**config.mk**
```make
export PLATFORM = sky130hd
export DESIGN_NAME = hvd_sqrt_cell
export DESIGN_NICKNAME = d
export VERILOG_FILES = /design/src/rtl/hvd_pkg.sv /design/src/rtl/hvd_sqrt_cell.sv
export SDC_FILE = /design/constraint.sdc
export NUM_CORES = 1
export LEC_CHECK = 0
export BUFFER_PORTS_ARGS = -buffer_cell sky130_fd_sc_hd__buf_2
export CORE_ASPECT_RATIO = 0.8
export CORE_UTILIZATION = 53
export CTS_BUF_LIST = sky130_fd_sc_hd__clkbuf_16
export CTS_CLUSTER_SIZE = 16
export DETAILED_ROUTE_END_ITERATION = 16
export GPL_ROUTABILITY_DRIVEN = 0
export MAX_ROUTING_LAYER = met4
export PLACE_DENSITY = 0.84
export SYNTH_ARGS = -nofsm -noshare
export SYNTH_HDL_FRONTEND = slang
export SYNTH_SLANG_ARGS = --single-unit
```
**constraint.sdc**
```tcl
create_clock -name aclk -period 3.8 [get_ports aclk]
set_input_delay 0.38 -clock aclk [delete_from_list [all_inputs] [get_ports aclk]]
set_output_delay 0.38 -clock aclk [all_outputs]
set_load 0.02 [all_outputs]
```
**src/rtl/hvd_pkg.sv**
```systemverilog
// ----------------------------------------------------------------------------
// hvd_pkg: shared types and constants for the great-circle distance block
// fixed-point formats, cordic and square-root cell payloads, arctangent table
// ----------------------------------------------------------------------------
package hvd_pkg;

    localparam int CORDIC_STAGES_DEF = 32;
    localparam int SQRT_STAGES       = 32;
    localparam int CW                = 36;   // cordic datapath width
    localparam int LAT_W             = 31;
    localparam int LON_W             = 32;
    localparam int DIST_W            = 25;

    localparam logic [30:0] RAD_PER_UNIT_Q60 = 31'd2012227627;
    localparam logic [32:0] Q_ONE            = 33'h1_0000_0000;
    localparam logic [31:0] MAG_MAX          = 32'hFFFF_FFFF;
    localparam logic [23:0] EARTH_DIAMETER_M = 24'd12742000;
    localparam logic [32:0] HALF_TURN_UNITS  = 33'd1800000000;
    localparam logic [32:0] FULL_TURN_UNITS  = 33'd3600000000;
    localparam logic [30:0] QUARTER_UNITS    = 31'd900000000;
    localparam logic [30:0] HALF_UNITS_31    = 31'd1800000000;

    typedef logic signed [CW-1:0] cval_t;

    localparam cval_t CORDIC_GAIN_INV = 36'sd2608131496;

    typedef struct packed {
        cval_t x;
        cval_t y;
        cval_t z;
    } cordic_t;

    typedef struct packed {
        logic [63:0] v;
        logic [63:0] res;
        logic        one;
    } sqrt_t;

    // atan(2^-i) in q.32
    function automatic cval_t atan_q32(input int i);
        cval_t r;
        case (i)
            0:  r = 36'sd3373259426;
            1:  r = 36'sd1991351318;
            2:  r = 36'sd1052175346;
            3:  r = 36'sd534100635;
            4:  r = 36'sd268086748;
            5:  r = 36'sd134174063;
            6:  r = 36'sd67103403;
            7:  r = 36'sd33553749;
            8:  r = 36'sd16777131;
            9:  r = 36'sd8388597;
            10: r = 36'sd4194303;
            default: begin
                if (i <= 32) begin
                    r = cval_t'(1) <<< (32 - i);
                end else begin
                    r = '0;
                end
            end
        endcase
        return r;
    endfunction

endpackage

```
**src/rtl/hvd_sqrt_cell.sv**
```systemverilog
// ----------------------------------------------------------------------------
// hvd_sqrt_cell: one step of the bit-by-bit integer square root
// settles one result bit per cell
// ----------------------------------------------------------------------------
module hvd_sqrt_cell import hvd_pkg::*; #(
    parameter int IDX = 0
) (
    input  logic  aclk,
    input  logic  en,
    input  sqrt_t s_in,
    output sqrt_t s_out
);

    localparam logic [63:0] BIT = 64'd1 << (62 - 2 * IDX);

    sqrt_t       stage_reg;
    sqrt_t       stage_next;
    logic [63:0] trial;

    assign trial = s_in.res + BIT;

    always_comb begin
        stage_next.one = s_in.one;
        if (s_in.v >= trial) begin
            stage_next.v   = s_in.v - trial;
            stage_next.res = (s_in.res >> 1) + BIT;
        end else begin
            stage_next.v   = s_in.v;
            stage_next.res = s_in.res >> 1;
        end
    end

    always_ff @(posedge aclk) begin
        if (en) begin
            stage_reg <= stage_next;
        end
    end

    assign s_out = stage_reg;

endmodule

```
==> impl.org <==
** Drt
- For this run, design rule violations remaining after detail routing come to 0.
- Routed Wire Length :: 22700 um
- Dividing the detail-routed via count by the number of cells gives 5.67.
- TritonRoute pass-1 iters :: 5
- Drt wl/cell :: 16.5 um
- In this run the remaining antenna-violating nets after routing total 0.
- Initial DRC count :: 628
- Across all layers, the routed design uses 7808 vias.

** Synth
- The number of nets handed over by synthesis was 1082.
- After synthesis, the share of flip-flops with an asynchronous set or reset is 0%.
- Syn_area_per_cell :: 9.75 um^2
- In the synthesized netlist, the cells that appear most often are edfxtp_1 (129), a21oi_1 (111), nor2_1 (82).
- The most common cell in the synthesized netlist is edfxtp_1.
- Yosys mapped a number of flops with a built-in enable equal to 129.
- The biggest area contributor in the post-synthesis netlist is edfxtp_1.
- Number of distinct library cells after synthesis :: 58
- The top cell type by area accounts for 44.8% of the synthesized area.
- Synthesis Warnings :: 0
- Top cells by area in the synthesized netlist :: edfxtp_1 (45%), ha_1 (9.3%), a21oi_1 (6.4%), a21o_1 (4.3%), xnor2_1 (3.6%)
- Post-synth top flop :: edfxtp_1
- Number of flip-flops and latches in the synthesized netlist :: 129
- The share of the Yosys chip area taken by registers is 44.8%.
- Synth Instances :: 886
- Cell area after technology mapping :: 8640 um^2

** Layout
- The register with the most flip-flops in the layout has 129 of them.
- Area taken by multi-input logic gates :: 4320 um^2
- Util after Layout :: 68.2%
- From synthesis to final layout, the design area changed by 25.0%.
- Fraction of layout instances using a drive strength above 1 :: 28.1%
- After the last flow step, the layout net total stands at 1345.
- Number of filler cells placed in the layout :: 1231
- In the final layout, flip-flops and latches occupy 3870 um^2.

** Placed design
- Worst setup timing slack at the placement stage :: -15.4 ps
- The count of buffers added on input and output ports is 259.
- Detailed placement finished with a half-perimeter wire length of 17300 um.

** Power and ir drop
- Peak supply drop :: 0.336 mV
- Leakage power total :: 5.04 nW
- Power spread over the standard cell area amounts to 453 nW/um^2.
- Power comes to 0.00489 W.

** Clock network
- Num Clock Sinks :: 129
- In this run, CTS created clock tree buffers numbering 17.
- The cell sitting at the root of the clock tree is a clkbuf_16.
- Longest Clk Path Bufs :: 2
- Reg clk slew, reported paths :: 60 ps
- TritonCTS built the clock tree.
- Post-CTS Hold Buffers :: 0
- Number of levels in the clock H-tree :: 4
- Post-CTS repair timing setup buffer count :: 0
- In this run, post-CTS repair resized a total of 0 instances.

** Floorplanning
- Ports :: 260
- Die outline width :: 145 um
- Floorplan die height :: 116 um
- Number of placement rows :: 41
- Total die area :: 16800 um^2
- Initial core utilization :: 54.5%
- Area of the core :: 15900 um^2

** Timing
- Hold is met by 144 ps.
- Setup repair after global routing left no endpoint under its margin.
- Adding up every negative setup slack in the final design gives 0 ps.
- Measured against its own limit, the worst slew margin works out to 27.8%.
- Of the available clock period, the critical path in the final layout requires 90.1%.
- Transition time at the pin with the least slew margin :: 1080 ps
- The max-slew violation count is 0.
- Highest achievable clock rate :: 292 MHz
- Final worst path period need :: 3420 ps
- The hold violation total from the final report is 0.
- Once routing completed, OpenROAD measured the worst setup slack at 378 ps.
- Setup violations remaining at the end of the flow were counted as 0.

** Hold path
- The worst hold path begins at s_in[0].
- End of the worst hold path :: s_out[0]
- Path type of the worst min-delay path :: input pin to flip-flop
- Number of cells on the worst hold path :: 1

** GRT
- GRT overflow :: 0
- Total Routing Usage GR :: 28.1%
- Pin count of the biggest net entering global routing :: 121
- Antenna violations before repair :: 1
- The first global-routing pass estimated 35100 um of wire.
- Number of global-route vias before repair :: 7209

** Status
- The run finished with clean final reports.

** Setup path
- The worst setup path is captured at a flip-flop.
- Max Fanout on Critical Path :: 5
- Critical Path Source Type :: input pin
- At the worst endpoint, the arrival time is 3570 ps.
- The worst setup path is of the input pin to flip-flop kind.
- WP data required :: 3950 ps

** Job
- The tool flagged a number of max-cap violations equal to 0.
==> area by class of cell <==
class,count,area share (%)
inverters,78,2.71
clock buffers,17,3.94
diodes,1,0.0232
repair buffers,281,13.6
well taps,215,2.49
multi-input cells,642,40.0
flip-flops and latches,129,35.9
clock inverters,15,1.41
==> how the worst max path moves through the flow <==
stage,start,end,cells after the start
2_1_floorplan,s_in[17],s_out[125],12
3_3_place_gp,s_in[4],s_out[126],15
3_5_place_dp,s_in[4],s_out[126],15
4_1_cts,s_in[65],s_out[126],16
5_1_grt,s_in[4],s_out[126],15
6_report,s_in[9],s_out[114],13
==> power breakdown <==
group          switching [W]  internal (W)  total [W]  leakage, nW
sequential         0.0000410       0.00178    0.00182         1.26
clock               0.000611       0.00101    0.00162        0.281
combinational       0.000890      0.000556    0.00145         3.49
==> cells by family after synthesis <==
| group | count (synthesis) | synth area share, % |
|---|---|---|
| compound gates | 272 | 19.7 |
| fa+ha+maj | 65 | 9.50 |
| flops | 129 | 44.8 |
| mux | 15 | 1.94 |
| xor+xnor | 56 | 5.68 |
| simple gates | 234 | 13.1 |
| buf+inv | 115 | 5.17 |
==> layout by cell type, fill, tap and decap left out, types with 5 or more instances in the layout <==
cell type	count
a21boi_0	5
a21o_1	49
a21oi_1	111
a31oi_1	7
a41oi_1	5
and2_1	10
and3_1	13
buf_2	258
buf_4	22
clkbuf_16	17
edfxtp_1	129
ha_1	64
inv_1	81
mux2_2	10
nand2_1	52
nand3_1	14
nand4_1	18
nor2_1	82
nor2b_1	10
nor3_1	11
o211ai_1	7
o21a_1	7
o21ai_0	40
o21bai_1	11
o31a_1	5
xnor2_1	36
xor2_1	20
==> stage by stage <==
step	cells	area (um^2)
floorplan	886	8640
global placement	1345	10200
detailed placement	1345	10200
CTS	1377	10800
global route	1378	10800
finish	1378	10800
==> worst max-delay path: stages <==
cell and delay, ps:
buf_2 90, inv_1 40, ha_1 370, a21oi_1 260
o21ai_0 170, a31oi_1 310, a21oi_1 200, nor4b_1 640
o31a_1 300, o21ai_0 230, a221oi_1 350, xor2_1 170
a21oi_1 80
==> per-layer routing <==
metal | vias up | global-route usage, % | part of all wire (%)
met5 | - | - | 0
met4 | 0 | 9.40 | 1.9
met3 | 45 | 6.52 | 7.9
met2 | 368 | 43.2 | 46
met1 | 3635 | 36.5 | 45
li1 | 3760 | - | -
No activity file was read; power rests on OpenSTA's default activity.
