File: src/rtl/hvd_pkg.sv
// ----------------------------------------------------------------------------
// hvd_pkg: shared types and constants for the great-circle distance block
// fixed-point formats, cordic and square-root cell payloads, arctangent table
// ----------------------------------------------------------------------------
package hvd_pkg;

    localparam int CORDIC_STAGES_DEF = 32;
    localparam int SQRT_STAGES       = 32;
    localparam int CW                = 36;   // cordic datapath width
    localparam int LAT_W             = 31;
    localparam int LON_W             = 32;
    localparam int DIST_W            = 25;

    localparam logic [30:0] RAD_PER_UNIT_Q60 = 31'd2012227627;
    localparam logic [32:0] Q_ONE            = 33'h1_0000_0000;
    localparam logic [31:0] MAG_MAX          = 32'hFFFF_FFFF;
    localparam logic [23:0] EARTH_DIAMETER_M = 24'd12742000;
    localparam logic [32:0] HALF_TURN_UNITS  = 33'd1800000000;
    localparam logic [32:0] FULL_TURN_UNITS  = 33'd3600000000;
    localparam logic [30:0] QUARTER_UNITS    = 31'd900000000;
    localparam logic [30:0] HALF_UNITS_31    = 31'd1800000000;

    typedef logic signed [CW-1:0] cval_t;

    localparam cval_t CORDIC_GAIN_INV = 36'sd2608131496;

    typedef struct packed {
        cval_t x;
        cval_t y;
        cval_t z;
    } cordic_t;

    typedef struct packed {
        logic [63:0] v;
        logic [63:0] res;
        logic        one;
    } sqrt_t;

    // atan(2^-i) in q.32
    function automatic cval_t atan_q32(input int i);
        cval_t r;
        case (i)
            0:  r = 36'sd3373259426;
            1:  r = 36'sd1991351318;
            2:  r = 36'sd1052175346;
            3:  r = 36'sd534100635;
            4:  r = 36'sd268086748;
            5:  r = 36'sd134174063;
            6:  r = 36'sd67103403;
            7:  r = 36'sd33553749;
            8:  r = 36'sd16777131;
            9:  r = 36'sd8388597;
            10: r = 36'sd4194303;
            default: begin
                if (i <= 32) begin
                    r = cval_t'(1) <<< (32 - i);
                end else begin
                    r = '0;
                end
            end
        endcase
        return r;
    endfunction

endpackage

File: src/rtl/hvd_rot_cell.sv
// ----------------------------------------------------------------------------
// hvd_rot_cell: one cordic rotation step
// rotates towards zero residual angle, registered output
// ----------------------------------------------------------------------------
module hvd_rot_cell import hvd_pkg::*; #(
    parameter int IDX = 0
) (
    input  logic    aclk,
    input  logic    en,
    input  cordic_t c_in,
    output cordic_t c_out
);

    localparam cval_t ATAN = atan_q32(IDX);

    cordic_t stage_reg;
    cordic_t stage_next;
    cval_t   dx;
    cval_t   dy;

    assign dx = c_in.y >>> IDX;
    assign dy = c_in.x >>> IDX;

    always_comb begin
        if (c_in.z >= 0) begin
            stage_next.x = c_in.x - dx;
            stage_next.y = c_in.y + dy;
            stage_next.z = c_in.z - ATAN;
        end else begin
            stage_next.x = c_in.x + dx;
            stage_next.y = c_in.y - dy;
            stage_next.z = c_in.z + ATAN;
        end
    end

    always_ff @(posedge aclk) begin
        if (en) begin
            stage_reg <= stage_next;
        end
    end

    assign c_out = stage_reg;

endmodule

File: config.mk
export PLATFORM = sky130hd
export DESIGN_NAME = hvd_rot_cell
export DESIGN_NICKNAME = d
export VERILOG_FILES = /design/src/rtl/hvd_pkg.sv /design/src/rtl/hvd_rot_cell.sv
export SDC_FILE = /design/constraint.sdc
export NUM_CORES = 1
export LEC_CHECK = 0
export BUFFER_PORTS_ARGS = -buffer_cell sky130_fd_sc_hd__buf_2
export CORE_MARGIN = 5
export CORE_UTILIZATION = 25
export DETAILED_ROUTE_END_ITERATION = 12
export GPL_TIMING_DRIVEN = 0
export PLACE_DENSITY = 0.39
export SYNTH_ARGS = -nofsm -noshare
export SYNTH_HDL_FRONTEND = slang
export SYNTH_SLANG_ARGS = --single-unit
File: constraint.sdc
create_clock -name aclk -period 5.1 [get_ports aclk]
set_input_delay 0.255 -clock aclk [delete_from_list [all_inputs] [get_ports aclk]]
set_output_delay 0.255 -clock aclk [all_outputs]
set_load 0.05 [all_outputs]
==> impl_table.tex <==
\begin{tabular}{lr}
\hline
Metric & Value \\
\hline
\multicolumn{2}{l}{\textbf{Worst setup path}} \\
Nature of the critical path startpoint & input pin \\
Data arrival time at the worst-slack endpoint & a little under 5 ns \\
Worst Path Max Fanout & 20 \\
Data required time at the worst endpoint & approximately 5.3 ns \\
Path type of the worst setup path & input pin to flop \\
Critical path endpoint category & flop \\
\multicolumn{2}{l}{\textbf{Logic synthesis}} \\
Main synth FF type & sky130\_fd\_sc\_hd\_\_edfxtp\_1 \\
Number of synthesized register bits & between 100 and 150 \\
Portion of synthesized cell area occupied by the leading cell type & 28.5\% \\
Async set-reset flop share out of synthesis & 0\% \\
Cell area after synthesis & 0.0113 mm² \\
Net count of the mapped netlist & $\sim$1,600 \\
Number of unique standard cell types used by synthesis & 72 \\
Synth warn & 0 \\
Register area share after synthesis & 28.5\% \\
Gate Count Post-Synth & 1,322 \\
Synthesized area per cell & 8.54 µm² \\
Cell type with the largest total area after synthesis & sky130\_fd\_sc\_hd\_\_edfxtp\_1 \\
Commonest cells in the synthesized netlist & 169 x sky130\_fd\_sc\_hd\_\_a21oi\_1, 139 x sky130\_fd\_sc\_hd\_\_ha\_1, 107 x sky130\_fd\_sc\_hd\_\_edfxtp\_1 \\
Most area-consuming cells after synthesis & sky130\_fd\_sc\_hd\_\_edfxtp\_1 28\%, sky130\_fd\_sc\_hd\_\_ha\_1 15\%, sky130\_fd\_sc\_hd\_\_a21oi\_1 7.5\%, sky130\_fd\_sc\_hd\_\_xnor2\_1 6.2\%, sky130\_fd\_sc\_hd\_\_o21ai\_0 3.6\% \\
Leading cell type by number of instances after synthesis & sky130\_fd\_sc\_hd\_\_a21oi\_1 \\
Number of synthesized flops with an enable pin & 107 \\
\multicolumn{2}{l}{\textbf{Place}} \\
Detailed-placement wirelength estimate & 36,700 µm \\
Number of instances in the placed design & 2,134 \\
Placer Congestion & 0.926 \\
Count of buffers inserted at the top-level ports & 217 \\
Worst slack after detailed placement & -1.01 ns \\
\multicolumn{2}{l}{\textbf{Global route}} \\
Vias in the first global route & 11,300 \\
Met1 usage & 22.6\% \\
Met3 track utilization from global routing & 3.89\% \\
Global-route wire length before repair & 68,800 µm \\
Met2 Usage GRT & 30.9\% \\
Aggregate global-route resource usage & 17.8\% \\
Global routing's busiest layer & met2 \\
Maximum number of pins on one net before global-route repair & 61 \\
Overflow after GRT & 0 \\
Number of antenna violations at the first check in global routing & 1 \\
\multicolumn{2}{l}{\textbf{Power}} \\
Total power density per cell area & 291 mW/mm² \\
Static Leakage & 5.84 nW \\
Worst-case vdd ir drop & roughly 0.15 mV \\
\multicolumn{2}{l}{\textbf{Detailed routing}} \\
Final wirelength & 45,600 µm \\
Remaining antenna violation count & 0 \\
Vias & approximately 11,000 \\
DR pass1 iterations & 7 \\
Routed wirelength normalized by instance count & 21.2 µm \\
Remaining design rule violation count & 0 \\
Drt initial violations & 716 \\
Per-cell via count in the routed design & 5.11 \\
\multicolumn{2}{l}{\textbf{Floorplan}} \\
Floorplan core area & 0.0444 mm² \\
Io pins & roughly 220 \\
Die Width & $\sim$220 µm \\
Y dimension of the die & 222 µm \\
Count of standard-cell rows & 77 \\
Initial core utilization & approximately a quarter \\
Total Die Area & 0.0495 mm² \\
\multicolumn{2}{l}{\textbf{STA}} \\
Highest clock frequency the design can meet & around 210 MHz \\
Slew at the pin closest to its max-slew limit & 1.10 ns \\
Total setup violations reported at the end of the flow & 0 \\
Shortest clock period the worst path allows after layout & 4.74 ns \\
Tcrit/Tclk final & 93.0\% \\
Fin worst setup slack & 0.357 ns \\
Hold violation count in the final report & 0 \\
RSZ-0062 raised after global routing & no \\
Final Max Slew Viols & 0 \\
Worst slew margin relative to its limit & a little over a quarter \\
\multicolumn{2}{l}{\textbf{Min path}} \\
Instance count along the most critical hold path & 1 \\
Hold\_sp & c\_in[0] \\
Hold endpoint & c\_out[0] \\
Class of the most critical hold timing path & input pin to flop \\
\multicolumn{2}{l}{\textbf{Finish}} \\
Final core utilization & 30.4\% \\
Area growth syn-to-layout & 19.7\% \\
Proportion of layout cells with a drive suffix above 1 & 18.0\% \\
Fin cells & $\sim$2,100 \\
Largest register FFs & 107 \\
Antenna diode count & 0 \\
Total Nets Final & roughly 1,800 \\
\multicolumn{2}{l}{\textbf{Job}} \\
Maximum Capacitance Violations & 0 \\
\multicolumn{2}{l}{\textbf{Clocking}} \\
Post-CTS Setup Inserts & 0 \\
TritonCTS clock tree & yes \\
Count of H-tree levels built during CTS & 3 \\
Clock net sink count & 107 \\
Root cell of the clock tree & sky130\_fd\_sc\_hd\_\_clkbuf\_16 \\
CTS Buf Count & 9 \\
Clock edge transition at the registers on the reported setup and hold paths & roughly 0.08 ns \\
Clock Tree Buf Depth & 2 \\
\multicolumn{2}{l}{\textbf{Status}} \\
Result of the run & finished, final reports clean \\
\hline
\end{tabular}
[critical path, cell delays in order]
cell and delay (ns):
sky130_fd_sc_hd__buf_2 0.11, sky130_fd_sc_hd__inv_1 0.07, sky130_fd_sc_hd__ha_1 0.15, sky130_fd_sc_hd__nor4b_1 0.23, sky130_fd_sc_hd__nand4_1 0.14, sky130_fd_sc_hd__nor3_1 0.28, sky130_fd_sc_hd__nand2b_1 0.26, sky130_fd_sc_hd__clkbuf_4 0.35
sky130_fd_sc_hd__inv_2 0.16, sky130_fd_sc_hd__clkbuf_2 0.26, sky130_fd_sc_hd__buf_12 0.23, sky130_fd_sc_hd__ha_1 0.24, sky130_fd_sc_hd__or4_1 0.50, sky130_fd_sc_hd__a21o_1 0.20, sky130_fd_sc_hd__nand3_1 0.15, sky130_fd_sc_hd__a21oi_1 0.19
sky130_fd_sc_hd__and4b_1 0.25, sky130_fd_sc_hd__o21a_1 0.19, sky130_fd_sc_hd__nor3_2 0.28, sky130_fd_sc_hd__o21ai_1 0.16, sky130_fd_sc_hd__xor2_1 0.18
[logic make-up after synthesis]
logic type               Yosys count  synth area share, %
AO/OA/AOI/OAI                    471                 26.7
flip-flops                       107                 28.5
XOR/XNOR                          99                 7.68
multiplexers                      13                 1.16
AND/OR/NAND/NOR                  331                 14.3
buffers and inverters            158                 5.53
adder cells (fa/ha/maj)          143                 16.1
[area by class of cell]
| type | instances | area [µm²] |
|---|---|---|
| well taps | 592 | 741 |
| inverters | 106 | 398 |
| clock buffers | 9 | 225 |
| flip-flops and latches | 107 | 3210 |
| plain buffers | 51 | 230 |
| fillers | 4829 | 30900 |
| clock inverters | 7 | 98.8 |
| multi-input cells | 1057 | 7460 |
| repair buffers | 220 | 1140 |
[through the flow]
stage | total power [mW] | hold slack (ns) | setup TNS (ns) | instance area [µm²]
global route | 4.15 | 0.0364 | 0 | 13500
global placement | 3.13 | 0.458 | -36.04 | 13100
detailed placement | 3.13 | 0.459 | -11.97 | 13200
floorplan | 2.55 | 0.354 | 0 | 11300
CTS | 3.99 | 0.0188 | 0 | 13500
finish | 3.94 | 0.0498 | 0 | 13500
[routing by layer]
layer | share of wire (%) | wire length, µm | up-vias
li1 | - | - | 5291
met5 | 0.015 | 7 | -
met3 | 5.7 | 2580 | 43
met4 | 1.7 | 793 | 2
met1 | 44 | 20000 | 5287
met2 | 49 | 22200 | 354
[worst max-delay path by stage]
stage                  start   endpoint  slack (ns)  cells after the start
finish              c_in[35]  c_out[35]        0.36                     21
global route        c_in[35]  c_out[33]        0.05                     21
CTS                 c_in[35]  c_out[34]         0.1                     21
detailed placement  c_in[35]  c_out[34]       -1.01                     20
global placement    c_in[26]  c_out[34]       -1.92                     18
floorplan           c_in[35]  c_out[31]        0.59                     19
[report_power, final]
part           total, mW  switching (mW)  leakage [nW]  internal, mW
Combinational       1.90            1.36          4.64         0.545
Sequential          1.21          0.0410          1.05          1.17
Clock              0.828           0.394         0.156         0.434
Total               3.94            1.79          5.84          2.15
[layout by cell type (no fill, tap or decap), types with 7 or more instances in the layout]
cell	n
sky130_fd_sc_hd__or2_2	7
sky130_fd_sc_hd__o31ai_1	9
sky130_fd_sc_hd__a31oi_1	8
sky130_fd_sc_hd__ha_1	139
sky130_fd_sc_hd__nand2_1	68
sky130_fd_sc_hd__buf_2	229
sky130_fd_sc_hd__a211oi_1	20
sky130_fd_sc_hd__clkbuf_1	26
sky130_fd_sc_hd__or3_1	8
sky130_fd_sc_hd__inv_1	103
sky130_fd_sc_hd__edfxtp_1	107
sky130_fd_sc_hd__nand2b_1	18
sky130_fd_sc_hd__o21a_1	18
sky130_fd_sc_hd__nor3_1	25
sky130_fd_sc_hd__nor2_1	99
sky130_fd_sc_hd__o21bai_1	33
sky130_fd_sc_hd__a21o_1	42
sky130_fd_sc_hd__nand3_1	27
sky130_fd_sc_hd__nor2b_1	21
sky130_fd_sc_hd__nand4_1	13
sky130_fd_sc_hd__o21ai_0	82
sky130_fd_sc_hd__clkbuf_16	9
sky130_fd_sc_hd__o211ai_1	12
sky130_fd_sc_hd__xor2_1	19
sky130_fd_sc_hd__a21oi_1	169
sky130_fd_sc_hd__xnor2_1	80
sky130_fd_sc_hd__and3_1	9
sky130_fd_sc_hd__a21boi_0	7
sky130_fd_sc_hd__mux2i_1	12
sky130_fd_sc_hd__nor4_1	16
sky130_fd_sc_hd__o21ai_1	7
[repair_timing]
action,in CTS,in global routing
endpoints found under the setup margin,13,7
hold buffers,0,0
gates cloned,0,0
resized for setup,1,4
(Power assumes the default switching activity.)
